--- src/hw/rtl/brfd_pkg.sv ---
// Shared types, constants and controller commands for the box region fault detector.
// Depends on nothing.
package brfd_pkg;
  localparam int CheckCountDef  = 16;
  localparam int RegionCountDef = 16;
  localparam int DimensionsDef  = 8;
  localparam int CoordW = 32;
  localparam int CountW = 4;
  localparam int ScoreW = 65;
  localparam logic [63:0] SatMax = 64'h7fff_ffff_ffff_ffff;

  localparam logic [3:0] CMD_IDLE   = 4'd0;
  localparam logic [3:0] CMD_LOAD   = 4'd1;
  localparam logic [3:0] CMD_TREAD  = 4'd2;
  localparam logic [3:0] CMD_TCMP   = 4'd3;
  localparam logic [3:0] CMD_APPEND = 4'd4;
  localparam logic [3:0] CMD_PREAD  = 4'd5;
  localparam logic [3:0] CMD_PSTEP  = 4'd6;
  localparam logic [3:0] CMD_PSAVE  = 4'd7;
  localparam logic [3:0] CMD_MREAD  = 4'd8;
  localparam logic [3:0] CMD_MWRITE = 4'd9;
  localparam logic [3:0] CMD_LREAD  = 4'd10;
  localparam logic [3:0] CMD_LWRITE = 4'd11;
  localparam logic [3:0] CMD_DONE   = 4'd12;

  typedef struct packed {
    logic [3:0] op;
    logic [5:0] ia;
    logic [5:0] ib;
    logic [2:0] dim;
  } ctl_cmd_t;

  typedef struct packed {
    logic       op_train;
    logic       bad;
    logic       id_ok;
    logic [6:0] count;
    logic       hit;
  } ctl_stat_t;
endpackage

--- src/hw/rtl/brfd_ctrl.sv ---
// Sequencer for test scans, appends, pair scoring and merges.
// Depends on brfd_pkg; commands brfd_datapath.
module brfd_ctrl #(
  parameter int REGION_COUNT = brfd_pkg::RegionCountDef,
  parameter int DIMENSIONS   = brfd_pkg::DimensionsDef
) (
  input  logic                clk,
  input  logic                rst,
  input  logic                start,
  output logic                busy,
  output logic                start_load,
  output logic                done,
  input  brfd_pkg::ctl_stat_t stat,
  input  logic [5:0]          best_i,
  input  logic [5:0]          best_k,
  output brfd_pkg::ctl_cmd_t  cmd
);
  localparam logic [3:0] S_IDLE = 4'd0, S_DISP = 4'd1, S_TRD = 4'd2, S_TCMP = 4'd3,
    S_APP = 4'd4, S_PRD = 4'd5, S_PST = 4'd6, S_PSV = 4'd7, S_MRD = 4'd8,
    S_MWR = 4'd9, S_LRD = 4'd10, S_LWR = 4'd11, S_DONE = 4'd12;
  localparam logic [2:0] DLast = 3'(DIMENSIONS - 1);

  logic [3:0] state, state_next;
  logic [5:0] ia, ib, ia_next, ib_next;
  logic [2:0] dim, dim_next;
  logic [6:0] n;
  assign n = stat.count;

  always_ff @(posedge clk) begin
    if (rst) begin
      state <= S_IDLE; ia <= '0; ib <= '0; dim <= '0;
    end else begin
      state <= state_next; ia <= ia_next; ib <= ib_next; dim <= dim_next;
    end
  end

  assign busy = (state != S_IDLE);
  assign start_load = (state == S_IDLE) && start;
  assign done = (state == S_DONE);

  always_comb begin
    state_next = state; ia_next = ia; ib_next = ib; dim_next = dim;
    cmd = '{op: brfd_pkg::CMD_IDLE, ia: ia, ib: ib, dim: dim};
    unique case (state)
      S_IDLE: if (start) begin
        state_next = S_DISP; cmd.op = brfd_pkg::CMD_LOAD;
      end
      S_DISP: begin
        ia_next = '0; dim_next = '0;
        if (!stat.id_ok) state_next = S_DONE;
        else if (!stat.op_train) state_next = (n == 7'd0) ? S_DONE : S_TRD;
        else if (stat.bad) state_next = S_DONE;
        else begin ia_next = 6'(n); state_next = S_APP; end
      end
      S_TRD: begin
        cmd.op = (dim == 3'd0) ? brfd_pkg::CMD_TREAD : brfd_pkg::CMD_IDLE;
        if (dim == 3'd0) cmd.op = brfd_pkg::CMD_TREAD;
        state_next = S_TCMP;
      end
      S_TCMP: begin
        cmd.op = brfd_pkg::CMD_TCMP; cmd.ib = {5'd0, dim == DLast};
        if (dim == DLast) begin
          dim_next = '0;
          if (7'(ia) + 7'd1 >= n) state_next = S_DONE;
          else begin ia_next = ia + 6'd1; state_next = S_TRD; end
        end else begin
          dim_next = dim + 3'd1; state_next = S_TRD;
        end
      end
      S_APP: begin
        cmd.op = brfd_pkg::CMD_APPEND; cmd.ib = {5'd0, dim == DLast};
        if (dim == DLast) begin
          dim_next = '0; ia_next = '0; ib_next = 6'd1;
          state_next = (7'(ia) + 7'd1 == 7'(REGION_COUNT)) ? S_PRD : S_DONE;
        end else dim_next = dim + 3'd1;
      end
      S_PRD: begin
        if (dim == 3'd0) cmd.op = brfd_pkg::CMD_PREAD;
        state_next = S_PST;
      end
      S_PST: begin
        cmd.op = brfd_pkg::CMD_PSTEP;
        if (dim == DLast) begin dim_next = '0; state_next = S_PSV; end
        else begin dim_next = dim + 3'd1; state_next = S_PRD; end
      end
      S_PSV: begin
        cmd.op = brfd_pkg::CMD_PSAVE;
        if (7'(ib) + 7'd1 < n) ib_next = ib + 6'd1;
        else if (7'(ia) + 7'd2 < n) begin ia_next = ia + 6'd1; ib_next = ia + 6'd2; end
        else begin ia_next = best_i; ib_next = best_k; end
        state_next = ((7'(ib) + 7'd1 < n) || (7'(ia) + 7'd2 < n)) ? S_PRD : S_MRD;
      end
      S_MRD: begin
        ia_next = best_i; ib_next = best_k;
        cmd.ia = best_i; cmd.ib = best_k; state_next = S_MWR;
      end
      S_MWR: begin
        cmd.op = brfd_pkg::CMD_MWRITE;
        if (dim == DLast) begin
          dim_next = '0; ia_next = 6'(n - 7'd1); state_next = S_LRD;
        end else begin dim_next = dim + 3'd1; state_next = S_MRD; end
      end
      S_LRD: state_next = S_LWR;
      S_LWR: begin
        cmd.op = brfd_pkg::CMD_LWRITE;
        if (dim == DLast) begin dim_next = '0; state_next = S_DONE; end
        else begin dim_next = dim + 3'd1; state_next = S_LRD; end
      end
      S_DONE: begin
        cmd.op = brfd_pkg::CMD_DONE; state_next = S_IDLE;
      end
      default: state_next = S_IDLE;
    endcase
  end
endmodule

--- config.mk ---
export PLATFORM = sky130hd
export DESIGN_NAME = brfd_ctrl
export DESIGN_NICKNAME = d
export VERILOG_FILES = /design/src/hw/rtl/brfd_pkg.sv /design/src/hw/rtl/brfd_ctrl.sv
export SDC_FILE = /design/constraint.sdc
export NUM_CORES = 1
export LEC_CHECK = 0
export ABC_AREA = 1
export BUFFER_PORTS_ARGS = -buffer_cell sky130_fd_sc_hd__buf_2
export CAP_MARGIN = 20
export CORE_MARGIN = 3
export CORE_UTILIZATION = 45
export DETAILED_ROUTE_END_ITERATION = 10
export GPL_TIMING_DRIVEN = 0
export PLACE_DENSITY_LB_ADDON = 0.25
export SLEW_MARGIN = 30
export SYNTH_ARGS = -nofsm -noshare
export SYNTH_HDL_FRONTEND = slang
export SYNTH_SLANG_ARGS = --single-unit
--- constraint.sdc ---
create_clock -name clk -period 2.6 [get_ports clk]
set_input_delay 0.26 -clock clk [delete_from_list [all_inputs] [get_ports clk]]
set_output_delay 0.26 -clock clk [all_outputs]
set_load 0.02 [all_outputs]
==> out/results.ini, run 1 <==
[global_routing]
grt_pass1_wl_um=13200
antenna_found_initial=0
track_usage=0.253
grt_pass1_vias=2722
overflow=0
grt_max_degree=11

[yosys]
syn_area_per_cell_um2=5.80
syn_inst=447
netlist_area_um2=2590
ys_ff_latch=19
ys.flop_type=dfxtp_1
synth-seq-area-share=0.147
yosys_warnings=0
async_flop_share=0
syn-num-nets=502
yosysUniqueCellTypes=35
synth_edf_count=0

[timing]
setup_violations=0
max_slew_margin=0.646
worst_clock_skew_ns=0.00649
timing.final.crit_share=0.954
max_freq_mhz=403
finalCriticalPeriod_ns=2.48
drv_slew=0
finalHoldViolCount=0
tightest_slew_ns=0.531

[clock_tree]
clock-root-buffer=clkbuf_8
clockBufferDepth=2
cts_buffers=3
cts_tree=built
htree_num_levels=1
cts-hold-fix-buffers=0
path_clk_slew_ns=0.08
insertion_delay_ns=0.27
numClockSinks=19

[power_and_ir_drop]
switchingPower_mw=1.59
peakVddDrop_uv=645
clockPowerShare=0.080
seq_power_share=0.189
internal_power_mw=1.17
power_density_nw_per_um2=912
p_comb_frac=0.731
p_sw_frac=0.575
power_mw=2.77
p_leak_nw=1.66

[setup_path]
worst-endpoint-required_ns=2.75
rr_startpoint=ia[1]$_SDFFE_PP0P_
cpMaxStageDelayCell=dfxtp_4
cpPeakStageDelay_ns=0.43
crit_path_cell_trace=ha_4 -> nand2_1 -> nor2_2 -> xor2_1 -> ha_1 -> nand2_1 -> inv_1 -> a21oi_4 -> nand2_4 -> buf_4 -> nand3_1 -> nand4_1 -> nand2_1 -> nor2_1
path_max_fanout=10
rrSetupSlack_ns=0.12
startpoint=ia[1]$_SDFFE_PP0P_
critPathLaunchType=register
critPathMostFrequentCell=nand2_1
worstSetupEndpointType=register
worstSetupPathType=reg2reg
worstPathArrival_ns=2.63

[detailed_routing]
post_drt_wl_per_cell_um=14.4
first_iter_violations=236
ant_nets=0
route.detailed.drc=0
post_drt_via_cell_ratio=5.37
via_count=3066
drt_wl_total_um=8220
drtPass1Iterations=7

[final_layout]
final_cell_mix=nand2_1 (111), inv_1 (65), buf_2 (48)
multiInputGateArea_um2=1950
nNetsFinal=555
final_area_um2=3030
antenna_cells=0
fillers=585
area_growth_pct=17.0
final_common_cell=nand2_1
drive_gt1_frac=0.188
final-seq-area_um2=392

[die]
fp.dieW_um=81.9
fp-row-count=27
die_h_um=81.9
dieArea_um2=6710
coreArea_um2=5540
pin_count=48
initial_utilization=0.468

[hold_path]
hold_class=in2reg
holdCritStartpoint=best_k[1]

[placed_design]
placed_cell_area_um2=2910
dp_hpwl_um=6520
gp_congestion=0.912
port_buffers=45

[run]
max_cap_viol_count=0

[run_status]
status=finished, final reports clean

## through the flow
step / setup slack [ns] / util / hold WS (ns) / setup TNS (ns) / instances
finish: 0.119 / 0.548 / 0.316 / 0 / 571
global route: -0.00652 / 0.548 / 0.356 / -0.00652 / 571
CTS: 0.0124 / 0.536 / 0.321 / 0 / 568
detailed placement: -0.295 / 0.525 / 0.498 / -2.53 / 564
global placement: -0.282 / 0.525 / 0.485 / -2.32 / 564
floorplan: 0.288 / - / 0.452 / 0 / 447
## sequential cells by signal, summed over array words and instances (netlist names)
name,flops
dim,3
ia,6
ib,6
state,4
## synthesized netlist by cell type (2+ instances only)
| library cell | instances | area share |
|---|---|---|
| nand2_1 | 115 | 0.17 |
| inv_1 | 66 | 0.096 |
| nor2_1 | 49 | 0.071 |
| nand3_1 | 37 | 0.071 |
| a21oi_1 | 29 | 0.056 |
| ha_1 | 29 | 0.14 |
| o21ai_0 | 22 | 0.042 |
| dfxtp_1 | 19 | 0.15 |
| nand4_1 | 12 | 0.029 |
| o21ai_1 | 8 | 0.015 |
| xor2_1 | 7 | 0.024 |
| nand2_2 | 6 | 0.014 |
| inv_2 | 5 | 0.0072 |
| o22ai_1 | 5 | 0.012 |
| buf_2 | 4 | 0.0077 |
| clkbuf_1 | 4 | 0.0058 |
| nor2_2 | 4 | 0.0097 |
| o211ai_1 | 4 | 0.012 |
| nand2_4 | 3 | 0.013 |
| a21o_1 | 2 | 0.0058 |
| nor2_4 | 2 | 0.0087 |
| o2bb2ai_1 | 2 | 0.0068 |
## worst max-delay path, delay by kind of cell (launching register included)
family | cells | cell delay, ns
flops | 1 | 0.43
xor+xnor | 1 | 0.24
buf+inv | 2 | 0.27
compound gates | 1 | 0.24
fa+ha+maj | 2 | 0.44
simple gates | 8 | 0.75
## cell type report
class                   count  area share
plain buffers               9      0.0148
clock buffers               4      0.0148
inverters                  71      0.0878
multi-input cells         348       0.642
flip-flops and latches     19       0.129
well taps                  72      0.0297
repair buffers             48      0.0816
## cells by family (layout without fill, tap and decap cells)
| logic type | count (synthesis) | in the layout | share of synthesized area |
|---|---|---|---|
| compound gates | 81 | 81 | 0.178 |
| simple gates | 231 | 231 | 0.392 |
| fa+ha+maj | 29 | 29 | 0.140 |
| flops | 19 | 19 | 0.147 |
| buf+inv | 80 | 132 | 0.119 |
| xor+xnor | 7 | 7 | 0.0236 |
## final timing paths
check,end,depth (start not counted)
max,state[3]$_SDFFE_PP0P_,14
min,ib[1]$_SDFFE_PP0P_,3
max reg2reg,state[3]$_SDFFE_PP0P_,14
min reg2reg,dim[1]$_SDFFE_PP0P_,2
## per-layer routing
metal | wire [um] | up-vias | GRT usage
met5 | 0 | - | 0
met4 | 60 | 0 | 0.0349
met3 | 598 | 6 | 0.0318
met2 | 3740 | 134 | 0.414
met1 | 3820 | 1359 | 0.360
li1 | - | 1567 | -
## timing repair
| action | 4_1_cts | 5_1_grt |
|---|---|---|
| endpoints found under the setup margin | 15 | 15 |
| gates resized for setup | 7 | 15 |
| buffers inserted | 0 | 3 |
| pin swaps | 0 | 4 |
## power by group through the flow
| stage | sequential [mW] | combinational (mW) | clock, mW |
|---|---|---|---|
| floorplan | 0.490 | 1.43 | 0 |
| global placement | 0.513 | 1.90 | 0 |
| detailed placement | 0.512 | 1.93 | 0 |
| CTS | 0.509 | 1.95 | 0.220 |
| global route | 0.534 | 2.27 | 0.231 |
| finish | 0.522 | 2.02 | 0.223 |
Note: power is estimated with default switching activity, not from simulation.
==> run 2: changes to the inputs <==
Settings changed: CORE_ASPECT_RATIO set to 1.4.
==> out/results.ini, run 2 (synthesis results as in run 1) <==
[run_status]
status=finished, final reports clean

[die]
dieArea_um2=6720
die_h_um=95.8
fp-row-count=32
fp.dieW_um=70.2
pin_count=48
coreArea_um2=5530
initial_utilization=0.469

[clock_tree]
cts_tree=built
htree_num_levels=1
numClockSinks=19
cts_buffers=3
clock-root-buffer=clkbuf_8
clockBufferDepth=2
path_clk_slew_ns=0.09
insertion_delay_ns=0.27

[timing]
worst_slack_ns=0.209
max_freq_mhz=418
rsz0062_at_grt=false
setup_violations=0
finalHoldViolCount=0
timing.final.crit_share=0.920
max_slew_margin=0.640
worst_clock_skew_ns=0.00236
drv_slew=0
tightest_slew_ns=0.541
finalCriticalPeriod_ns=2.39

[detailed_routing]
drt_wl_total_um=8260
route.detailed.drc=0
first_iter_violations=219
ant_nets=0
post_drt_wl_per_cell_um=14.5
post_drt_via_cell_ratio=5.51
via_count=3135
drtPass1Iterations=5

[global_routing]
overflow=0
antenna_found_initial=0
grt_max_degree=11
grt_pass1_wl_um=13400
track_usage=0.249
grt_pass1_vias=2916

[setup_path]
rrSetupSlack_ns=0.21
path_max_fanout=10
critPathLaunchType=register
worstSetupPathType=reg2reg
worst-endpoint-required_ns=2.75
rr_startpoint=ia[1]$_SDFFE_PP0P_
r2r-end=state[3]$_SDFFE_PP0P_
worstSetupEndpointType=register
r2r.worst_path.cells=14
worstPathArrival_ns=2.54

[power_and_ir_drop]
p_leak_nw=1.66
power_density_nw_per_um2=909
power_mw=2.76
peakVddDrop_uv=636

[final_layout]
nNetsFinal=557
antenna_cells=0
final_cell_mix=nand2_1 (110), inv_1 (66), buf_2 (48)
largest_registers=ia x6, ib x6, state x4
final_common_cell=nand2_1
drive_gt1_frac=0.186
area_growth_pct=16.9
final_area_um2=3030

[placed_design]
gp_congestion=0.969
port_buffers=45
dp_hpwl_um=6620
placed_cell_area_um2=2900
preCtsSetupSlack_ns=-0.372

[hold_path]
hold_class=in2reg
holdCritStartpoint=best_k[1]
worstHoldEndpoint=ib[1]$_SDFFE_PP0P_
holdPathStages=3

[run]
max_cap_viol_count=0

[run 2: changes by cell type in the layout (fill, tap and decap cells not counted), sizes merged]
cell,change
clkbuf,+1
buf,+1
[run 2: worst max-delay path by stage]
stage	startpoint	end	slack, ns	cells past startpoint
5_1_grt	ia[2]$_SDFFE_PP0P_	ib[3]$_SDFFE_PP0P_	0.006	14
4_1_cts	ia[1]$_SDFFE_PP0P_	state[3]$_SDFFE_PP0P_	0.02	14
2_1_floorplan	ia[1]$_SDFFE_PP0P_	ib[1]$_SDFFE_PP0P_	0.29	13
3_5_place_dp	ia[1]$_SDFFE_PP0P_	state[3]$_SDFFE_PP0P_	-0.37	14
3_3_place_gp	ia[1]$_SDFFE_PP0P_	state[3]$_SDFFE_PP0P_	-0.38	14
6_report	ia[1]$_SDFFE_PP0P_	state[3]$_SDFFE_PP0P_	0.21	14
[run 2: worst max-delay path, cell delays in order, from the launching register on]
cell and delay, ns:
dfxtp_4 0.39, ha_2 0.21, nand2_1 0.07, nor2_2 0.12
xor2_1 0.22, ha_1 0.27, nand2_1 0.08, inv_1 0.06
a21oi_4 0.19, nand2_4 0.12, clkbuf_4 0.21, nand3_1 0.10
nand4_1 0.11, nand2_1 0.07, nor2_1 0.04
[run 2: final cells by class]
type	count	area [um^2]
Buffer	9	45.0
Clock buffer	4	45.0
Fill cell	583	2490
Inverter	71	267
Multi-Input combinational cell	348	1940
Sequential cell	19	389
Tap cell	68	85.1
Timing Repair Buffer	50	263
[run 2: per-stage QoR]
step	setup TNS (ns)	std cells	utilization	hold WS (ns)
5_1_grt	0	569	0.549	0.343
2_1_floorplan	0	447	-	0.452
3_3_place_gp	-3.49	560	0.525	0.483
3_5_place_dp	-3.54	560	0.525	0.493
6_report	0	569	0.549	0.335
4_1_cts	0	565	0.538	0.330
[run 2: per-layer routing]
metal / up-vias / global-route usage / part of all wire
met5: - / 0 / 0
met4: 0 / 0.110 / 0.036
met1: 1401 / 0.287 / 0.41
met2: 130 / 0.460 / 0.49
li1: 1576 / - / -
met3: 28 / 0.0282 / 0.064
[run 2: repair_timing]
item                                    4_1_cts  5_1_grt
pin swaps                                     1        1
gates resized for setup                       4       13
endpoints found under the setup margin       15       15
hold buffers                                  0        0
setup buffers                                 1        4
[run 2: power by group]
group          internal (mW)  total, mW  switching [mW]  leakage, nW
sequential             0.390      0.504           0.113        0.157
clock                  0.110      0.231           0.121       0.0228
combinational          0.676       2.02            1.35         1.48
total                   1.18       2.76            1.58         1.66
==> run 3: changes to the inputs <==
Settings changed: TNS_END_PERCENT set to 20.
Clock period 2.6 ns to 2.8 ns, I/O delays scaled along.
==> out/results.ini, run 3 (synthesis results as in run 1) <==
[final_layout]
antenna_cells=0
drive_gt1_frac=0.167
largest_registers=ia x6, ib x6, state x4
nNetsFinal=552
utilization=0.538
area_growth_pct=14.7
final_cell_mix=nand2_1 (112), inv_1 (66), buf_2 (49), nor2_1 (49), nand3_1 (37)
final_common_cell=nand2_1

[detailed_routing]
ant_nets=0
top_layer_used=met4
m1WireLength_um=3360
drt_wl_total_um=8230
post_drt_wl_per_cell_um=14.6
post_drt_via_cell_ratio=5.51
dr_wl_met2_um=4150
route.met3.wl_um=527
drtPass1Iterations=5
via_count=3109
route.detailed.drc=0
first_iter_violations=176

[clock_tree]
postCtsSetupBuffers=0
path_clk_slew_ns=0.09
htree_num_levels=1
cts-hold-fix-buffers=0
cts_tree=built
insertion_delay_ns=0.27
numClockSinks=19
clock-root-buffer=clkbuf_8
cts_buffers=3
clockBufferDepth=2

[die]
pin_count=48
initial_utilization=0.469
fp.dieW_um=70.2
die_h_um=95.8
coreArea_um2=5530
fp-row-count=32
dieArea_um2=6720

[run]
max_cap_viol_count=0

[timing]
setup_violations=0
tightest_slew_ns=0.543
finalHoldViolCount=0
rsz0062_at_grt=false
max_freq_mhz=383
max_slew_margin=0.638
drv_slew=0
worst_clock_skew_ns=0.00277
whs_ns=0.354
timing.final.crit_share=0.932
finalCriticalPeriod_ns=2.61

[power_and_ir_drop]
p_leak_nw=1.64
internal_power_mw=1.06
p_sw_frac=0.579
power_mw=2.52
peakVddDrop_uv=589
clockPowerShare=0.085
p_comb_frac=0.727
switchingPower_mw=1.46
seq_power_share=0.188
power_density_nw_per_um2=847

[setup_path]
cp-endpoint=state[3]$_SDFFE_PP0P_
cpMaxStageDelayCell=dfxtp_2
r2r.worst_path.cells=14
worstSetupEndpointType=register
worstPathArrival_ns=2.76
critPathLaunchType=register
worstSetupPathType=reg2reg
rrSetupSlack_ns=0.19
cpPeakStageDelay_ns=0.44
crit_path_cell_trace=ha_2 -> nand2_1 -> nor2_1 -> xor2_1 -> ha_1 -> nand2_1 -> inv_1 -> a21oi_4 -> nand2_4 -> buf_2 -> nand3_1 -> nand4_1 -> nand2_1 -> nor2_1
rr_startpoint=ia[1]$_SDFFE_PP0P_
worst-endpoint-required_ns=2.95
startpoint=ia[1]$_SDFFE_PP0P_
critPathMostFrequentCell=nand2_1
path_max_fanout=10
r2r-end=state[3]$_SDFFE_PP0P_

[global_routing]
grt_max_degree=11
grt_pass1_vias=2917
grt_pass1_wl_um=13400
overflow=0
track_usage=0.249
antenna_found_initial=0

[hold_path]
hold_class=in2reg

[placed_design]
port_buffers=45
gp_congestion=0.969
dp_hpwl_um=6620

[run_status]
status=finished, final reports clean

## run 3: cell count changes in the layout (fill, tap and decap cells not counted), sizes merged
cell,before,now
buf,54,50
clkbuf,9,8
## run 3: worst max-delay path: cells and delay by family, from the launching register on
kind	cells	cell delay (ns)
compound gates	1	0.27
simple gates	8	0.76
fa+ha+maj	2	0.52
xor+xnor	1	0.23
buf+inv	2	0.27
flops	1	0.44
## run 3: per-stage QoR
stage,setup slack (ns),instance area [um^2],setup TNS [ns],std cells
global route,0.0117,2970,0,564
CTS,0.110,2960,0,564
detailed placement,-0.172,2900,-0.995,560
finish,0.191,2970,0,564
floorplan,0.488,2590,0,447
global placement,-0.176,2900,-0.920,560
## run 3: worst min-delay path by stage
stage                         from  cells past startpoint                   to  slack, ns
2_1_floorplan            best_k[1]                      2   ib[1]$_SDFFE_PP0P_       0.47
3_3_place_gp   dim[1]$_SDFFE_PP0P_                      2  dim[1]$_SDFFE_PP0P_       0.48
3_5_place_dp   dim[1]$_SDFFE_PP0P_                      2  dim[1]$_SDFFE_PP0P_       0.49
4_1_cts                  best_k[1]                      3   ib[1]$_SDFFE_PP0P_       0.35
5_1_grt                  best_k[1]                      3   ib[1]$_SDFFE_PP0P_       0.36
6_report                 best_k[3]                      3   ib[3]$_SDFFE_PP0P_       0.35
## run 3: timing repair
item / CTS / global route
resized for setup: 3 / 6
pin swaps: 0 / 1
gates cloned: 0 / 0
endpoints found under the setup margin: 11 / 13
## run 3: metal layers
metal / vias up / track usage
met1: 1405 / 0.286
met2: 124 / 0.459
met5: - / 0
met3: 19 / 0.0303
li1: 1561 / -
met4: 0 / 0.112
## run 3: final cells by class
| cell class | count | area, um^2 |
|---|---|---|
| buffer | 9 | 42.5 |
| clock buffer | 4 | 45.0 |
| fill | 587 | 2550 |
| inverter | 71 | 267 |
| multi-input combinational | 348 | 1930 |
| sequential | 19 | 384 |
| tap | 68 | 85.1 |
| timing repair buffer | 45 | 225 |
## run 3: power by group through the flow
stage	clock, mW	sequential, mW	combinational, mW
2_1_floorplan	0	0.455	1.32
3_5_place_dp	0	0.474	1.79
5_1_grt	0.229	0.488	2.06
6_report	0.214	0.475	1.83
3_3_place_gp	0	0.471	1.77
4_1_cts	0.216	0.469	1.81
